## src/rtl/sin_tay_pkg.sv

```systemverilog
// Shared constants and types for the degree-9 Taylor sine core.
// No dependencies; used by every module under rtl/.
package sin_tay_pkg;

    localparam int DATA_W          = 64;
    localparam int HALF_W          = 32;
    localparam int OUT_W           = 32;
    localparam int DIGIT_W         = 16;
    localparam int DIGITS          = 4;
    localparam int FRAC_Q          = 62;
    localparam int ANGLE_WIDTH_DEF = 32;
    localparam int HORNER_STEPS    = 4;

    // Q.56 fold constants, Q2.62 unity
    localparam logic [DATA_W-1:0] TWO_PI_Q56  = 64'h06487ED5110B4612;
    localparam logic [DATA_W-1:0] PI_Q56      = 64'h03243F6A8885A309;
    localparam logic [DATA_W-1:0] HALF_PI_Q56 = 64'h01921FB54442D185;
    localparam logic [DATA_W-1:0] ONE_Q62     = 64'h4000000000000000;

    localparam int HORNER_DIV [HORNER_STEPS] = '{72, 42, 20, 6};

    // cycles per block
    localparam int REDUCE_LAT = 5;
    localparam int MUL_LAT    = 3;
    localparam int HORNER_LAT = MUL_LAT + DIGITS + 1;
    localparam int LATENCY    = REDUCE_LAT + MUL_LAT + HORNER_STEPS * HORNER_LAT
                                + MUL_LAT + 2;

    typedef struct packed {
        logic              neg;
        logic [DATA_W-1:0] x;
    } side_t;

endpackage

```

## src/rtl/sin_tay_reduce.sv

```systemverilog
// Angle reduction: sign split, two-pi folds, pi fold, pi/2 mirror.
// Depends on sin_tay_pkg. Five register stages, one request per cycle.
module sin_tay_reduce #(
    parameter int ANGLE_WIDTH = sin_tay_pkg::ANGLE_WIDTH_DEF
) (
    input  logic                               clk,
    input  logic                               rst_n,
    input  logic                               vld,
    input  logic [ANGLE_WIDTH-1:0]             angle,
    output logic                               x_vld,
    output logic [sin_tay_pkg::DATA_W-1:0]     x,
    output logic                               neg
);

    localparam int DW          = sin_tay_pkg::DATA_W;
    localparam int WIDEN_SHIFT = 61 - ANGLE_WIDTH;

    logic [sin_tay_pkg::REDUCE_LAT-1:0] vld_reg;
    logic [ANGLE_WIDTH-1:0]             mag_next;
    logic [DW-1:0] x1_reg, x2_reg, x3_reg, x4_reg, x5_reg;
    logic [DW-1:0] x2_next, x3_next, x4_next, x5_next;
    logic          neg1_reg, neg2_reg, neg3_reg, neg4_reg, neg5_reg;
    logic          neg4_next;

    assign mag_next = angle[ANGLE_WIDTH-1] ? (~angle + ANGLE_WIDTH'(1)) : angle;
    assign x2_next  = (x1_reg > sin_tay_pkg::TWO_PI_Q56) ? x1_reg - sin_tay_pkg::TWO_PI_Q56
                                                         : x1_reg;
    assign x3_next  = (x2_reg > sin_tay_pkg::TWO_PI_Q56) ? x2_reg - sin_tay_pkg::TWO_PI_Q56
                                                         : x2_reg;
    assign x4_next  = (x3_reg > sin_tay_pkg::PI_Q56) ? x3_reg - sin_tay_pkg::PI_Q56 : x3_reg;
    assign neg4_next = (x3_reg > sin_tay_pkg::PI_Q56) ? ~neg3_reg : neg3_reg;
    assign x5_next  = (x4_reg > sin_tay_pkg::HALF_PI_Q56) ? sin_tay_pkg::PI_Q56 - x4_reg
                                                          : x4_reg;

    always_ff @(posedge clk or negedge rst_n)
    begin
        if (!rst_n)
        begin
            vld_reg <= '0;
        end
        else
        begin
            vld_reg <= {vld_reg[sin_tay_pkg::REDUCE_LAT-2:0], vld};
        end
    end

    always_ff @(posedge clk)
    begin
        x1_reg   <= DW'(mag_next) << WIDEN_SHIFT;
        neg1_reg <= angle[ANGLE_WIDTH-1];
        x2_reg   <= x2_next;
        neg2_reg <= neg1_reg;
        x3_reg   <= x3_next;
        neg3_reg <= neg2_reg;
        x4_reg   <= x4_next;
        neg4_reg <= neg4_next;
        x5_reg   <= x5_next << 6;
        neg5_reg <= neg4_reg;
    end

    assign x_vld = vld_reg[sin_tay_pkg::REDUCE_LAT-1];
    assign x     = x5_reg;
    assign neg   = neg5_reg;

endmodule

```

## config.mk

```make
export PLATFORM = sky130hd
export DESIGN_NAME = sin_tay_reduce
export DESIGN_NICKNAME = d
export VERILOG_FILES = /design/src/rtl/sin_tay_pkg.sv /design/src/rtl/sin_tay_reduce.sv
export SDC_FILE = /design/constraint.sdc
export NUM_CORES = 1
export LEC_CHECK = 0
export BUFFER_PORTS_ARGS = -buffer_cell sky130_fd_sc_hd__buf_4
export CAP_MARGIN = 40
export CORE_MARGIN = 5
export CORE_UTILIZATION = 55
export DETAILED_ROUTE_END_ITERATION = 10
export MAX_ROUTING_LAYER = met4
export PLACE_DENSITY = 0.82
export REMOVE_ABC_BUFFERS = 1
export SETUP_SLACK_MARGIN = 0.2
export SLEW_MARGIN = 20
export SYNTH_ARGS = -nofsm -noshare
export SYNTH_HDL_FRONTEND = slang
export SYNTH_SLANG_ARGS = --single-unit
```

## constraint.sdc

```tcl
create_clock -name clk -period 4.7 [get_ports clk]
set_input_delay 0.705 -clock clk [delete_from_list [all_inputs] [get_ports clk]]
set_output_delay 0.705 -clock clk [all_outputs]
set_load 0.005 [all_outputs]
```

==> flow_summary.ini <==
[cts]
ctsHoldBuffers = 1
cts_root_buf = clkbuf_16
cts_setup_buffers = 0
max-clock-path-buffers = 3
clkLatencyLatePin_ps = 510
cts_sinks = 236
numCtsBuffers = 24
cts_htree_levels = 1
cts_tree = done
clk_pin_slew_ps = 60
ctsResizeCount = 0

[outcome]
status = complete, no violations

[critical_path]
end_kind = register
critical_path.cell_chain = o41a_1 -> o31a_1 -> o31ai_1 -> nand2_1 -> a41oi_1 -> inv_1 -> nand2_1 -> nor2_1 -> xor2_1
crit_slowest_cell = dfxtp_1
cp-start-kind = register
critPathMostFrequentCell = nand2_1
startpoint = x3_reg[24]
cp.required_ps = 5090
r2r-start = x3_reg[24]
r2r_setup_slack_ps = 1220
cp.arrival_ps = 3870
crit_path_max_incr_delay_ps = 540
timing.rr.end = x4_reg[29]
ff2ff_path_depth = 9
worstPathMaxFanout = 21
path_class = register to register

[power]
pwr-share-comb_pct = 32.4
clkPwrFrac_pct = 23.5
power_density_nw_per_um2 = 690
leakage_nw = 4.80
internal_power_w = 0.00533
netSwitchingFraction_pct = 34.4
p_sw_w = 0.00280
max-vdd-ir-drop_mv = 0.453
power_frac_seq_pct = 44.1

[floorplanning]
io_pins = 101
fp.dieH_um = 145
die_area_um2 = 21100
coreArea_um2 = 18000
fp.dieW_um = 145
start_util_pct = 56.0
rows = 49

[grt]
grt_pass1_vias = 7483
grt_usage_pct = 19.2
grt_max_degree = 34
grt.overflow.total = 0
antenna_found_initial = 0
grt_pass1_wl_mm = 34.7

[place]
dpl_cell_area_um2 = 10900
place_hpwl_mm = 14.9
post-place-ws_ps = 1300
gp_congestion = 0.938
portBuffers = 94

[drt]
detail_route.wirelength_mm = 20.3
postRouteAntennaNets = 0
drt_iter0_markers = 560
dr.pass1.iters = 5
via_per_inst = 5.49
vias = 7867
drc = 0
wl_per_cell_um = 14.2

[synthesis]
seq_area_frac_synth_pct = 47.2
synth-main-ff-cell = dfxtp_1
yosys_warnings = 0
ys_types = 67
ys_seq_elements = 236
synth_area_um2 = 10100
syn_inst = 1101
synth-edff-count = 0
avgSynthCellArea_um2 = 9.14
ys_async_sr_fraction_pct = 2.12

[finish]
final_common_cell = dfxtp_1
nFillCells = 1433
fin_util_pct = 65.6
layout-drive-gt1-share_pct = 13.7
largest_reg_flops = 64
register_area_um2 = 4750
finalInstanceArea_um2 = 11800
area_growth_syn_to_layout_pct = 17.2
nets = 1231
layout_common_cells = dfxtp_1, xnor2_1, nand2_1
multi_input_area_um2 = 5040
n_antenna_cell = 0

[hold_path]
worst_hold_startpoint = vld
whs_path_depth = 1
hold_end = vld_reg[0]
hp-class = input pin to register

[sta]
period_share_pct = 74.1
fin_crit_ps = 3480
slew_viol_final = 0
setup_ws_ps = 1220
relSlewSlack_pct = 50.4
rsz0062_at_grt = false
setup_violations = 0
fmax_mhz = 287
fin_worst_skew_ps = 10.2
final.setup.tns_ps = 0
hold_viol = 0
worst_pin_slew_ps = 743

[job]
drv_cap = 0
## routing by layer
| metal | GRT usage (%) | up-vias | wire length (um) |
|---|---|---|---|
| met4 | 6.34 | 0 | 473 |
| met5 | - | - | 0 |
| met2 | 32.2 | 277 | 9600 |
| met3 | 3.21 | 43 | 1330 |
| li1 | - | 3995 | - |
| met1 | 23.6 | 3552 | 8880 |
## synthesized netlist by cell type, types with 4 or more instances
master | n | area [um2]
dfxtp_1 | 231 | 4620
xnor2_1 | 106 | 928
nand2_1 | 104 | 390
nor2_1 | 102 | 383
xor2_1 | 76 | 666
o21ai_0 | 65 | 325
a21oi_1 | 48 | 240
nand3_1 | 33 | 165
clkbuf_1 | 32 | 120
nor3_1 | 27 | 135
inv_1 | 24 | 90.1
nor4_1 | 18 | 113
o31ai_1 | 15 | 113
or3_1 | 15 | 93.8
a31oi_1 | 12 | 75.1
o21a_1 | 12 | 90.1
or2_2 | 12 | 75.1
and3_1 | 10 | 62.6
nand4_1 | 10 | 62.6
a211oi_1 | 9 | 67.6
nor2b_1 | 9 | 56.3
nand2b_1 | 8 | 50.1
ha_1 | 7 | 87.6
nand3b_1 | 7 | 52.6
o41ai_1 | 7 | 61.3
a21boi_0 | 6 | 45.0
buf_4 | 6 | 45.0
a211o_1 | 5 | 43.8
a41oi_1 | 5 | 43.8
buf_2 | 5 | 25.0
dfrtp_1 | 5 | 125
or4_1 | 5 | 37.5
a311oi_1 | 4 | 35.0
and2_1 | 4 | 25.0
nor3b_1 | 4 | 30.0
o31a_1 | 4 | 35.0
## critical path, delay by kind of cell (launching register included)
family / cells / cell delay [ps]
compound gates: 4 / 1620
simple gates: 3 / 710
flops: 1 / 540
buf+inv: 1 / 310
xor+xnor: 1 / 180
## how the worst max path moves through the flow
stage                       to  depth (start not counted)
floorplan           x4_reg[29]                          9
global placement         x[45]                          8
detailed placement  x4_reg[29]                          9
CTS                 x4_reg[29]                          9
global route        x4_reg[29]                          9
finish              x4_reg[29]                          9
## stage by stage
step,std cells,hold WS (ps),power [W]
after floorplan,1062,310,0.00518
after global placement,1388,314,0.00611
after detailed placement,1389,312,0.00621
after CTS,1431,286,0.00815
after global routing,1433,290,0.00868
final,1433,299,0.00813
## kinds of logic after synthesis
logic type,after synthesis,share of synthesized area [%]
AO/OA/AOI/OAI,221,14.3
multiplexers,3,0.323
buffers and inverters,69,2.86
adder cells (fa/ha/maj),7,0.871
other,1,0.0373
XOR/XNOR,182,15.8
AND/OR/NAND/NOR,382,18.6
flip-flops,236,47.2
## power by group through the flow
| stage | combinational (W) | clock [W] | sequential (W) |
|---|---|---|---|
| floorplan | 0.00175 | 0 | 0.00343 |
| global placement | 0.00254 | 0 | 0.00357 |
| detailed placement | 0.00261 | 0 | 0.00360 |
| CTS | 0.00263 | 0.00195 | 0.00357 |
| global route | 0.00295 | 0.00203 | 0.00370 |
| finish | 0.00264 | 0.00191 | 0.00359 |
## cell type report
cell class	instances	area share, %
Tap cell	229	2.43
Multi-Input combinational cell	801	42.8
Clock inverter	5	0.510
Sequential cell	236	40.3
Inverter	25	0.796
Clock buffer	36	6.52
Timing Repair Buffer	101	6.67
Power figures use the tool's default switching activity.
